$ cat src/rtl/fpp_pkg.sv
// Shared types and constants for the float to PCM frame packer.
`timescale 1ns / 1ps
package fpp_pkg;

  typedef enum logic [2:0] {
    FMT_F32 = 3'd0,
    FMT_U8  = 3'd1,
    FMT_U16 = 3'd2,
    FMT_U24 = 3'd3,
    FMT_S8  = 3'd4,
    FMT_S16 = 3'd5,
    FMT_S24 = 3'd6,
    FMT_S32 = 3'd7
  } fmt_t;

  typedef enum logic [0:0] {
    REG_FORMAT   = 1'b0,
    REG_CHANNELS = 1'b1
  } reg_idx_t;

  localparam logic [31:0] ONE_F = 32'h3F80_0000;

  // One converted word as it leaves the front part.
  typedef struct packed {
    logic [31:0] word;
    logic [2:0]  nbytes;
  } conv_t;

  // Number of valid bytes of a format; float32 and s32 both use four.
  function automatic logic [2:0] fmt_bytes(input fmt_t f);
    logic [2:0] b;
    unique case (f)
      FMT_U8, FMT_S8:   b = 3'd1;
      FMT_U16, FMT_S16: b = 3'd2;
      FMT_U24, FMT_S24: b = 3'd3;
      default:          b = 3'd4;
    endcase
    return b;
  endfunction

endpackage

$ cat src/rtl/float_to_pcm_frame_packer.sv
// Top level of the float to PCM frame packer.
`timescale 1ns / 1ps
// Converts one IEEE single-precision mono sample per transaction into a PCM
// word in the format chosen by sample_format, then emits that word once per
// channel (channel_count, zero taken as one, capped at MAX_CHANNELS), with
// last_channel on the final word. A sample enters when start is high and busy
// is low. The conversion pipeline feeds a four-entry queue; the channel
// emitter drains one word per cycle while the queue is not empty, and pops
// a sample with its last channel's word. Words reach the result ports from
// the emitter's output register. busy rises when the queue could overflow,
// counting the entry the emitter frees in the same cycle. Results appear
// for one cycle with out_valid and cannot be held.
module float_to_pcm_frame_packer #(
  parameter int MAX_CHANNELS = 8
) (
  input  logic        clk,
  input  logic        rst,
  input  logic        psel,
  input  logic        penable,
  input  logic        pwrite,
  input  logic [2:0]  paddr,
  input  logic [31:0] pwdata,
  output logic [31:0] prdata,
  output logic        pready,
  input  logic        start,
  output logic        busy,
  input  logic [31:0] sample_bits,
  output logic        out_valid,
  output logic [31:0] pcm_word,
  output logic [2:0]  byte_count,
  output logic        last_channel
);
  localparam int QD = 4;
  localparam int CW = $clog2(MAX_CHANNELS + 1);

  fpp_pkg::fmt_t sample_format;
  logic [3:0]    channel_count;
  logic          wr;
  assign pready = 1'b1;
  assign wr = psel && penable && pwrite;

  always_ff @(posedge clk) begin
    if (rst) begin
      sample_format <= fpp_pkg::FMT_S16;
      channel_count <= 4'd2;
    end else if (wr && paddr[1:0] == 2'b00) begin
      if (paddr[2] == fpp_pkg::REG_FORMAT) sample_format <= fpp_pkg::fmt_t'(pwdata[2:0]);
      else channel_count <= pwdata[3:0];
    end
  end

  always_comb begin
    prdata = '0;
    if (paddr[1:0] == 2'b00) begin
      if (paddr[2] == fpp_pkg::REG_FORMAT) prdata = {29'd0, sample_format};
      else prdata = {28'd0, channel_count};
    end
  end

  // Effective channel count.
  logic [CW-1:0] nchan;
  always_comb begin
    if (channel_count == 4'd0) nchan = CW'(1);
    else if (32'(channel_count) > MAX_CHANNELS) nchan = CW'(MAX_CHANNELS);
    else nchan = CW'(channel_count);
  end

  logic           accept, cv_valid, avail, take;
  fpp_pkg::conv_t cv_data, q_data;
  logic [$clog2(QD+1)-1:0] fill;
  logic [2:0]     inflight;

  assign accept = start && !busy;

  fpp_convert u_conv (
    .clk, .rst, .in_valid(accept), .sample_bits, .fmt(sample_format),
    .out_valid(cv_valid), .out_data(cv_data)
  );

  fpp_queue #(.DEPTH(QD)) u_q (
    .clk, .rst, .wr_en(cv_valid), .wr_data(cv_data), .rd_en(take),
    .not_empty(avail), .rd_data(q_data), .fill
  );

  fpp_emit #(.CW(CW)) u_emit (
    .clk, .rst, .avail, .data(q_data), .nchan, .take, .strobe(out_valid),
    .pcm_word, .byte_count, .last_channel
  );

  // Items inside the three-stage pipeline.
  always_ff @(posedge clk) begin
    if (rst) inflight <= '0;
    else inflight <= inflight + (accept ? 3'd1 : 3'd0) - (cv_valid ? 3'd1 : 3'd0);
  end
  // A queue entry read out at this edge is free for a sample accepted now.
  assign busy = (32'(fill) + 32'(inflight)) >= (32'(QD) + 32'(take));

`ifndef SYNTHESIS
  a_no_overflow: assert property (@(posedge clk) disable iff (rst)
    !(cv_valid && fill == QD[$clog2(QD+1)-1:0] && !take)) else $error("queue overflow");
  a_take_last: assert property (@(posedge clk) disable iff (rst)
    take |=> out_valid && last_channel) else $error("take without last word");
  a_inflight: assert property (@(posedge clk) disable iff (rst)
    inflight <= 3'd3) else $error("pipeline count wrong");
`endif
endmodule

$ cat src/rtl/fpp_convert.sv
// Front part: clamps and quantizes one float sample to the configured PCM format.
`timescale 1ns / 1ps
module fpp_convert (
  input  logic               clk,
  input  logic               rst,
  input  logic               in_valid,
  input  logic [31:0]        sample_bits,
  input  fpp_pkg::fmt_t      fmt,
  output logic               out_valid,
  output fpp_pkg::conv_t     out_data
);

  // Stage 1: clamp, then form the multiplier operand as a single-precision
  // significand and biased exponent. Signed formats use x itself; unsigned
  // formats use u = x + 1, rounded to single precision like the float add.
  logic          s1_valid;
  fpp_pkg::fmt_t s1_fmt;
  logic [31:0]   s1_xbits;
  logic          s1_neg;
  logic [23:0]   s1_mant;
  logic [7:0]    s1_exp;

  logic [31:0] xb;
  logic [7:0]  e;
  logic [22:0] f;
  logic        isnan, big;
  logic [23:0] sig;
  logic [7:0]  rsh;
  logic [47:0] fx;       // |x| with 46 fraction bits
  logic        sticky_x; // nonzero bits of |x| below 2^-46
  logic [47:0] ufx;      // 1 +/- |x| with 46 fraction bits
  logic [5:0]  lz;
  logic [47:0] un;
  logic        ug, us;
  logic [24:0] ur;
  logic [23:0] umant;
  logic [7:0]  uexp;

  always_comb begin
    e     = sample_bits[30:23];
    f     = sample_bits[22:0];
    isnan = (e == 8'hFF) && (f != 23'd0);
    big   = (e > 8'd127) || ((e == 8'd127) && (f != 23'd0));
    if (isnan)    xb = 32'd0;
    else if (big) xb = {sample_bits[31], fpp_pkg::ONE_F[30:0]};
    else          xb = sample_bits;
    sig = (xb[30:23] == 8'd0) ? {1'b0, xb[22:0]} : {1'b1, xb[22:0]};
    // |x| = sig * 2^(e-150); at 46 fraction bits that is a shift by e-104.
    rsh = 8'd0;
    if (xb[30:23] >= 8'd104) begin
      fx = {24'd0, sig} << (xb[30:23] - 8'd104);
      sticky_x = 1'b0;
    end else begin
      rsh = 8'd104 - xb[30:23];
      fx = {24'd0, sig} >> rsh;
      if (rsh >= 8'd24) sticky_x = (sig != 24'd0);
      else sticky_x = ((sig & ((24'd1 << rsh) - 24'd1)) != 24'd0);
    end
    // A negative operand with lost low bits lies just below 1 - fx, so one
    // unit comes off and the sticky bit marks the remainder.
    if (xb[31]) ufx = (48'd1 << 46) - fx - {47'd0, sticky_x};
    else        ufx = (48'd1 << 46) + fx;
    lz = 6'd0;
    for (int i = 0; i < 48; i++) if (ufx[i]) lz = 6'(47 - i);
    // Round u to 24 significant bits, ties to even.
    un = ufx << lz;
    ug = un[23];
    us = (|un[22:0]) | sticky_x;
    ur = {1'b0, un[47:24]} + {24'd0, ug & (us | un[24])};
    if (ufx == 48'd0) begin
      umant = 24'd0;
      uexp  = 8'd0;
    end else if (ur[24]) begin
      umant = 24'h80_0000;
      uexp  = 8'd129 - {2'd0, lz};
    end else begin
      umant = ur[23:0];
      uexp  = 8'd128 - {2'd0, lz};
    end
  end

  always_ff @(posedge clk) begin
    if (rst) s1_valid <= 1'b0;
    else     s1_valid <= in_valid;
    s1_fmt   <= fmt;
    s1_xbits <= xb;
    if (fmt == fpp_pkg::FMT_U8 || fmt == fpp_pkg::FMT_U16 || fmt == fpp_pkg::FMT_U24) begin
      s1_neg  <= 1'b0;
      s1_mant <= umant;
      s1_exp  <= uexp;
    end else begin
      s1_neg  <= xb[31];
      s1_mant <= sig;
      s1_exp  <= xb[30:23];
    end
  end

  // Stage 2: single-precision multiply by the format's scale (24x24 bits); stage 3
  // rounds the product to single, then to integer ties to even.
  logic [23:0] scale_m;
  logic [7:0]  scale_e;
  always_comb begin
    unique case (s1_fmt)
      fpp_pkg::FMT_U8:  begin scale_m = 24'hFF0000; scale_e = 8'd133; end // 127.5
      fpp_pkg::FMT_U16: begin scale_m = 24'hFFFF00; scale_e = 8'd141; end // 32767.5
      fpp_pkg::FMT_U24: begin scale_m = 24'hFFFFFF; scale_e = 8'd149; end // 8388607.5
      fpp_pkg::FMT_S8:  begin scale_m = 24'hFE0000; scale_e = 8'd133; end // 127
      fpp_pkg::FMT_S24: begin scale_m = 24'hFFFFFE; scale_e = 8'd149; end // 8388607
      fpp_pkg::FMT_S32: begin scale_m = 24'h800000; scale_e = 8'd158; end // 2^31
      default:          begin scale_m = 24'hFFFE00; scale_e = 8'd141; end // 32767
    endcase
  end

  logic [47:0] prod;
  logic        s2_valid;
  fpp_pkg::fmt_t s2_fmt;
  logic [31:0] s2_xbits;
  logic        s2_neg;
  logic [47:0] s2_prod;
  logic [9:0]  s2_exp;
  logic        s2_zero;

  assign prod = s1_mant * scale_m;

  always_ff @(posedge clk) begin
    if (rst) s2_valid <= 1'b0;
    else     s2_valid <= s1_valid;
    s2_fmt   <= s1_fmt;
    s2_xbits <= s1_xbits;
    s2_neg   <= s1_neg;
    s2_prod  <= prod;
    s2_exp   <= {2'd0, s1_exp} + {2'd0, scale_e};
    s2_zero  <= (s1_mant == 24'd0);
  end

  // Stage 3 logic: normalize product to 24 bits (single rounding), then to integer.
  logic [47:0] pn;
  logic [9:0]  pe;
  logic [23:0] pm;
  logic [24:0] pm_r;
  logic [5:0]  sh;
  logic [63:0] ival_fx;  // value with 30 fraction bits
  logic [33:0] ipart;
  logic [29:0] frac;
  logic [33:0] iround;
  logic signed [34:0] sval;
  logic signed [34:0] lo, hi;
  logic [31:0] word;
  logic        g, st;
  always_comb begin
    // Subnormal operands have no leading one; their product is far below one half.
    if (s2_prod[47]) begin pn = s2_prod;        pe = s2_exp - 10'd126; end
    else             begin pn = s2_prod << 1;   pe = s2_exp - 10'd127; end
    g  = pn[23];
    st = |pn[22:0];
    pm_r = {1'b0, pn[47:24]} + {24'd0, g & (st | pn[24])};
    pm = pm_r[24] ? pm_r[24:1] : pm_r[23:0];
    if (pm_r[24]) pe = pe + 10'd1;
    // value = pm * 2^(pe - 150); with 30 fraction bits that is pm << (pe - 120).
    // Below that exponent the value is far under one half and rounds to zero.
    ival_fx = '0;
    sh = '0;
    if (!s2_zero && pe >= 10'd120) begin
      sh = 6'(pe - 10'd120);
      ival_fx = {40'd0, pm} << sh;
    end
    ipart = ival_fx[63:30];
    frac  = ival_fx[29:0];
    iround = ipart;
    if (frac[29] && ((|frac[28:0]) || ipart[0])) iround = ipart + 34'd1;
    sval = s2_neg ? -$signed({1'b0, iround}) : $signed({1'b0, iround});
    unique case (s2_fmt)
      fpp_pkg::FMT_U8:  begin lo = 35'sd0; hi = 35'sd255; end
      fpp_pkg::FMT_U16: begin lo = 35'sd0; hi = 35'sd65535; end
      fpp_pkg::FMT_U24: begin lo = 35'sd0; hi = 35'sd16777215; end
      fpp_pkg::FMT_S8:  begin lo = -35'sd128; hi = 35'sd127; end
      fpp_pkg::FMT_S24: begin lo = -35'sd8388608; hi = 35'sd8388607; end
      fpp_pkg::FMT_S32: begin lo = -35'sd2147483648; hi = 35'sd2147483647; end
      default:          begin lo = -35'sd32768; hi = 35'sd32767; end
    endcase
    if (sval < lo) sval = lo;
    if (sval > hi) sval = hi;
    unique case (fpp_pkg::fmt_bytes(s2_fmt))
      3'd1:    word = {24'd0, sval[7:0]};
      3'd2:    word = {16'd0, sval[15:0]};
      3'd3:    word = {8'd0, sval[23:0]};
      default: word = sval[31:0];
    endcase
    if (s2_fmt == fpp_pkg::FMT_F32) word = s2_xbits;
  end

  always_ff @(posedge clk) begin
    if (rst) out_valid <= 1'b0;
    else     out_valid <= s2_valid;
    out_data.word   <= word;
    out_data.nbytes <= fpp_pkg::fmt_bytes(s2_fmt);
  end

endmodule

$ cat src/rtl/fpp_queue.sv
// Small FIFO between the conversion front part and the channel emitter.
`timescale 1ns / 1ps
module fpp_queue #(
  parameter int DEPTH = 4
) (
  input  logic           clk,
  input  logic           rst,
  input  logic           wr_en,
  input  fpp_pkg::conv_t wr_data,
  input  logic           rd_en,
  output logic           not_empty,
  output fpp_pkg::conv_t rd_data,
  output logic [$clog2(DEPTH+1)-1:0] fill
);
  localparam int AW = (DEPTH > 1) ? $clog2(DEPTH) : 1;
  localparam int FW = $clog2(DEPTH + 1);
  fpp_pkg::conv_t mem [DEPTH];
  logic [AW-1:0] wp, rp;

  assign not_empty = (fill != '0);
  assign rd_data = mem[rp];

  always_ff @(posedge clk) begin
    if (rst) begin
      wp <= '0; rp <= '0; fill <= '0;
    end else begin
      if (wr_en) wp <= (wp == AW'(DEPTH - 1)) ? '0 : wp + AW'(1);
      if (rd_en) rp <= (rp == AW'(DEPTH - 1)) ? '0 : rp + AW'(1);
      fill <= fill + FW'(wr_en) - FW'(rd_en);
    end
    if (wr_en) mem[wp] <= wr_data;
  end
endmodule

$ cat src/rtl/fpp_emit.sv
// Back part: replays each converted word once per output channel.
`timescale 1ns / 1ps
module fpp_emit #(
  parameter int CW = 4
) (
  input  logic           clk,
  input  logic           rst,
  input  logic           avail,
  input  fpp_pkg::conv_t data,
  input  logic [CW-1:0]  nchan,
  output logic           take,
  output logic           strobe,
  output logic [31:0]    pcm_word,
  output logic [2:0]     byte_count,
  output logic           last_channel
);
  logic [CW-1:0] k;
  logic          last;
  assign last = (k + CW'(1) == nchan);
  assign take = avail && last;

  always_ff @(posedge clk) begin
    if (rst) begin
      k <= '0; strobe <= 1'b0;
    end else begin
      strobe <= avail;
      if (avail) k <= last ? '0 : k + CW'(1);
    end
    pcm_word     <= data.word;
    byte_count   <= data.nbytes;
    last_channel <= last;
  end
endmodule
$ cat config.mk
export PLATFORM = sky130hd
export DESIGN_NAME = float_to_pcm_frame_packer
export DESIGN_NICKNAME = d
export VERILOG_FILES = /design/src/rtl/fpp_pkg.sv /design/src/rtl/float_to_pcm_frame_packer.sv /design/src/rtl/fpp_convert.sv /design/src/rtl/fpp_queue.sv /design/src/rtl/fpp_emit.sv
export SDC_FILE = /design/constraint.sdc
export NUM_CORES = 2
export LEC_CHECK = 0
export ABC_AREA = 1
export BUFFER_PORTS_ARGS = -buffer_cell sky130_fd_sc_hd__clkbuf_2
export CORE_MARGIN = 5
export CORE_UTILIZATION = 25
export CTS_CLUSTER_SIZE = 28
export DETAILED_ROUTE_END_ITERATION = 12
export GPL_ROUTABILITY_DRIVEN = 0
export PLACE_DENSITY = 0.49
export SLEW_MARGIN = 20
export SYNTH_ARGS = -nofsm -noshare
export SYNTH_HDL_FRONTEND = slang
export SYNTH_HIERARCHICAL = 1
export SYNTH_SLANG_ARGS = --single-unit
$ cat constraint.sdc
create_clock -name clk -period 35.4 [get_ports clk]
set_clock_uncertainty 0.05 [all_clocks]
set_input_delay 3.54 -clock clk [delete_from_list [all_inputs] [get_ports clk]]
set_output_delay 3.54 -clock clk [all_outputs]
set_load 0.01 [all_outputs]
Yosys cells after proc, flatten, opt, wreduce, memory -nomap -nowiden. Memories as Yosys holds them, arrays and structs flattened. A register that Yosys moved wholly into a read port is not among the register bits. Cells that the tools add are included.

Register bits: 224. Bits in writable memories: 140. Bits of input ports: 73. Logic and storage cells: 221. Memories: 1.

Memories: u_q.mem (depth 4, width 35, rd ports 1, clocked after memory_dff 1, write ports 1, line fpp_queue.sv:17) `fpp_pkg::conv_t mem [DEPTH];`.

Add/sub/neg operators: 26. Multipliers: 1. $lt $le $gt $ge: 8. Eq/ne operators: 24. Shifts and indexed selects: 5. Mux-type cells: 88. Bitwise gates (word level): 7. Reduce and logical (&&, ||, !) cells: 36.

Operator list (number): $mux W6 (48); $pmux W31 S6 (1); $mux W48 (3); $pmux W35 S4 (1); $pmux W23 S6 (1); $mux W24 (5); $mux W32 (3); $pmux W32 S3 (1); $mux W35 (2); $mux W64 (1); $shl A24 B6 Y64 (1); $add A24 B1 Y25 (2); $add A47 B48 Y48 const A (1); $logic_not A48 Y1 (1); $mul A24 B24 Y48 (1); $reduce_bool A24 Y1 (2); $shl A24 B8 Y48 (1); $shl A48 B6 Y48 (1); $shr A24 B8 Y48 (1); $sub A47 B48 Y48 const A (1); $sub A48 B1 Y48 (1); $reduce_or A23 Y1 (2); $gt A35 B32 Y1 (1); $lt A35 B35 Y1 (1); other kinds (57) (112).

Depth between registers and ports, before layout.
Word-level depth: 71. Depth in mapped cells: 113. Mapped depth without buffers: 111.

Modules after synthesis. Netlist, hierarchy kept.

By module, submodules not included: fpp_convert (instances 1, cells each 5567, area an instance 39276.4 µm², sequential area each 4003.8 µm²); fpp_queue (instances 1, cells each 466, area an instance 6009.5 µm², sequential area each 4384.2 µm²); fpp_emit (instances 1, cells each 94, area an instance 1096.1 µm², sequential area each 820.8 µm²); float_to_pcm_frame_packer (instances 1, cells each 139, area an instance 998.5 µm², sequential area each 200.2 µm²).

Least setup slack after synthesis. Ideal clock, no wire load.

Kind: input port to flip-flop. From: in sample_bits[16]. To: reg u_conv.s1_mant[7]. Data arrival time: 14886 ps. Required time: 35223 ps. Slack: 20337 ps. Cell stages on the path: 100. Path buffers: 5. Cell sequence: nor2_1 -> nand2_2 -> nor2_2 -> nand3_2 -> nand2_4 -> nand2_4 -> buf_4 -> clkbuf_1 -> clkbuf_1 -> ha_1 -> nor3_2 -> nand2_4 -> nand3_4 -> nor2_2 -> nand2_2 -> nor2_1 -> inv_1 -> nor2_1 -> [64 not listed] -> nand2_4 -> buf_6 -> buf_6 -> nand3_1 -> nand3_1 -> nand3_1 -> nand3_1 -> nand3_1 -> nand2_1 -> nor2_1 -> ha_1 -> nand2_1 -> nor2_1 -> nand2_1 -> nor2_4 -> nand3_2 -> nand2_4 -> o22ai_2.

Longest elaborated chain between the ends: 71. Elaborated cells between the ends (all ways): 84. Classes of those cells: 7 x add/sub; 2 x order compare; 4 x shift; 58 x mux; 4 x bitwise; 9 x reduce/logical.

RTL lines: start, declared (line float_to_pcm_frame_packer.sv:27) `input logic [31:0] sample_bits,`; $reduce_bool A23 Y1 (line fpp_convert.sv:42, fpp_convert.sv:43); $logic_and A1 B1 Y1 (line fpp_convert.sv:43) `big = (e > 8'd127) || ((e == 8'd127) && (f != 23'd0));`; $logic_or A1 B1 Y1 (line fpp_convert.sv:43); $mux W31 (line fpp_convert.sv:45) `else if (big) xb = {sample_bits[31], fpp_pkg::ONE_F[30:0]};`; $mux W32 * (line fpp_convert.sv:44) `if (isnan) xb = 32'd0;`; parallel branches: the longest is 65 deep, another holds $sub A47 B48 Y48; $mux W24 * (line fpp_convert.sv:87) `if (fmt == fpp_pkg::FMT_U8 || fmt == fpp_pkg::FMT_U16 || fmt == fpp_pkg::FMT_U24) begin`; end signal, assigned (line fpp_convert.sv:89) `s1_mant <= umant;`; end signal, assigned (line fpp_convert.sv:93) `s1_mant <= sig;`; end, declared (line fpp_convert.sv:20) `logic [23:0] s1_mant;`.

Every way passes the cells marked *. A chain may end at the register's enable or synchronous reset.

Worst setup path in the final report.
From: in sample_bits[4]. To: reg u_conv.s1_mant[5].

The elaborated chain is that of the path after synthesis.

==> flow_summary_export.csv <==
group,metric,value,unit
sta,hold_viol_final,0,
synthesis,syn_avg_cell_area,7.56,sq um
sta,rsz0062_at_grt,"false",
power_and_ir_drop,combPwrFrac,0.788,
drt,drtPass1Iterations,6,
synthesis,yosys_warnings,6,
final_layout,layout-area-overhead-vs-synth,7.72,%
drt,ant_nets,0,
grt,grt_antenna_before_repair,0,
grt,use_met3,0.0126,
critical_path,worst_setup_path_end_kind,"register",
sta,worstMarginPinSlew,1.01,ns
synthesis,async_flop_share,0,
final_layout,fill_cells,20700,
grt,gr-usage-met1,0.182,
die,die_y,445,um
critical_path,r2r_start,"u_conv/s2_prod[47]",
sta,setup_viol,0,
synthesis,synth.most_common_cell,"nand2_1",
grt,grt_overflow,0,
critical_path,cp_slowest_stage_delay,1.04,ns
clock_network,cts_max_path_buffers,3,
synthesis,synth-main-ff-cell,"dfxtp_1",
synthesis,synth.distinct_cells,90,
sta,setup_ws,16.33,ns
clock_network,clock_latency,0.62,ns
grt,first_global_vias,39200,
die,core,188000,sq um
synthesis,synth_edf_count,140,
synthesis,synth-seq-cells,400,
power_and_ir_drop,clkPwrFrac,0.092,
drt,routed_wl,136000,um
die,start_util,0.252,
power_and_ir_drop,p_seq_frac,0.120,
clock_network,htreeDepth,2,
run_status,status,"finished, final reports clean",
worst_hold_path,worstHoldStart,"u_conv/s1_xbits[5]",
critical_path,start_kind,"input pin",
synthesis,synth_common_cells,"1,385 x nand2_1, 1,086 x inv_1, 522 x nand3_1, 466 x fa_1, 464 x nor2_1",
placement,dp_slack,16.02,ns
worst_hold_path,min_to,"u_conv/s2_xbits[5]",
power_and_ir_drop,swShare,0.538,
sta,max_freq,52.4,MHz
clock_network,cts-buffers-inserted,42,
die,row_count,159,
critical_path,worst-path-stages,94,
critical_path,crit_type,"in2reg",
clock_network,path_clk_slew,0.07,ns
grt,grt_max_degree,104,
clock_network,cts_setup_buffers,0,
placement,hpwlAfterDp,111000,um
grt,top_usage_layer,"met2",
critical_path,r2r_cells,73,
clock_network,cts_tree,"yes",
clock_network,cts_hold_repair.buffers,0,
drt,drc_errors,0,
power_and_ir_drop,internal_power,2.32,mW
final_layout,nets,7067,
critical_path,path_delay_family,"simple AND/OR/NAND/NOR gates",
critical_path,required,35.78,ns
drt,wl_per_cell,15.5,um
synthesis,syn_area,47400,sq um
grt,grt_pass1_wl,217000,um
synthesis,syn_inst,6266,
power_and_ir_drop,p_leak,24.8,nW
die,die_w,445,um
synthesis,synth.top_cell.area_share,0.197,
critical_path,crit_buf_inv,17,
worst_hold_path,hold_class,"reg2reg",
sta,max_slew_margin,0.324,
clock_network,clkSinkCount,400,
sta,fin_setup_tns,0,ns
die,ios,144,
power_and_ir_drop,ir_drop,0.0908,mV
synthesis,synth_area_leaders,"fa_1 20%, dfxtp_1 11%, nand2_1 11%, edfxtp_1 8.9%, inv_1 8.6%",
sta,finalCriticalPeriod,19.07,ns
critical_path,slowest_stage,"ha_1",
clock_network,cts-root-buf,"clkbuf_16",
sta,final_max_slew_viol_count,0,
worst_hold_path,holdPathStages,0,
critical_path,reg2reg_slack,21.32,ns
die,die_area,198000,sq um
placement,place.port_buffers,86,
power_and_ir_drop,power.density,98.4,nW/um^2
synthesis,synth_top_area_cell,"fa_1",
final_layout,drive_gt1_frac,0.0790,
critical_path,worstReg2RegEnd,"u_conv/out_data[3]",
drt,vias_per_cell,4.50,
critical_path,crit_path_max_fanout,53,
grt,met2_usage,0.232,
critical_path,worstPathArrival,19.46,ns
job,max_cap_viol_count,0,
clock_network,cts_resized,0,
grt,grt_usage,0.135,
power_and_ir_drop,power.switching,2.70,mW
sta,fin_crit_sh,0.539,
drt,vias,39400,
drt,drt_iter0_drc,2835,
synthesis,yosysSeqAreaShare,0.199,
-- cell type report --
| cell class | instances | area [sq um] | share of cell area |
|---|---|---|---|
| antenna | 1 | 2.50 | 0.0000490 |
| clock buffer | 51 | 1140 | 0.0223 |
| clock inverter | 27 | 317 | 0.00620 |
| inverter | 1144 | 4320 | 0.0846 |
| multi-input combinational | 4524 | 32100 | 0.628 |
| sequential | 400 | 9410 | 0.184 |
| tap | 2495 | 3120 | 0.0612 |
| timing repair buffer | 117 | 663 | 0.0130 |
-- per-stage QoR --
| step | hold slack, ns | area (sq um) | power [mW] | utilization | cells |
|---|---|---|---|---|---|
| 4_1_cts | 0.222 | 51000 | 5.07 | 0.271 | 8758 |
| 3_5_place_dp | 0.262 | 49600 | 4.56 | 0.263 | 8680 |
| 6_report | 0.238 | 51000 | 5.02 | 0.271 | 8759 |
| 5_1_grt | 0.252 | 51000 | 5.65 | 0.271 | 8758 |
| 2_1_floorplan | 0.260 | 47500 | 3.62 | - | 6293 |
| 3_3_place_gp | 0.262 | 49600 | 4.55 | 0.263 | 8680 |
-- registers in the layout (all words and copies together), names as in the netlist, 8 cells and up, named ones only --
| register | count |
|---|---|
| u_conv/out_data | 35 |
| u_conv/s1_exp | 8 |
| u_conv/s1_mant | 24 |
| u_conv/s1_xbits | 32 |
| u_conv/s2_exp | 9 |
| u_conv/s2_prod | 48 |
| u_conv/s2_xbits | 32 |
| u_emit/pcm_word | 32 |
| u_q/mem | 140 |
-- worst reg2reg max path, delay by kind of cell (launching register included) --
kind / cells / cell delay [ns]
fa+ha+maj: 5 / 1.34
flops: 1 / 0.30
simple gates: 43 / 6.59
compound gates: 9 / 2.14
xor+xnor: 2 / 0.38
buf+inv: 14 / 3.18
-- worst max path at each step --
stage | from | endpoint | slack, ns
floorplan | sample_bits[16] | u_conv/s1_mant[7] | 20.34
global placement | sample_bits[4] | u_conv/s1_mant[2] | 16.07
detailed placement | sample_bits[4] | u_conv/s1_mant[2] | 16.02
CTS | sample_bits[6] | u_conv/s1_mant[2] | 16.56
global route | sample_bits[6] | u_conv/s1_mant[5] | 14.61
finish | sample_bits[4] | u_conv/s1_mant[5] | 16.33
-- cell usage in the layout, fill, tap and decap left out, types with 30 or more instances in the layout --
master     count
a21oi_1      191
buf_4         31
clkbuf_16     43
clkbuf_2      86
conb_1        30
dfxtp_1      258
edfxtp_1     140
fa_1         466
ha_1         299
inv_1       1086
inv_2         41
nand2_1     1385
nand2_2       58
nand3_1      522
nand3_2       38
nand4_1       96
nor2_1       462
nor3_1        35
o211ai_1      47
o21ai_0      234
o21ai_1      107
or2_2         31
xnor2_1       61
xor2_1       122
-- kinds of logic after synthesis --
group	count (synthesis)	synth area share
AO/OA/AOI/OAI	742	0.0914
XOR/XNOR	185	0.0348
adder cells (fa/ha/maj)	765	0.276
buffers and inverters	1369	0.127
flip-flops	400	0.199
multiplexers	27	0.00570
other	3	0.000238
AND/OR/NAND/NOR	2775	0.267
-- routing by layer --
metal	vias to the layer above	wire, um	part of all wire
met3	164	5700	0.042
li1	19800	-	-
met2	797	64100	0.47
met4	0	3630	0.027
met1	18700	62100	0.46
met5	-	0	0
-- power by group through the flow --
stage	combinational [mW]	sequential, mW	clock, mW
CTS	3.98	0.604	0.480
global route	4.54	0.609	0.497
global placement	3.93	0.613	0
detailed placement	3.94	0.614	0
floorplan	3.02	0.604	0
finish	3.96	0.603	0.461
(Power assumes the default switching activity.)
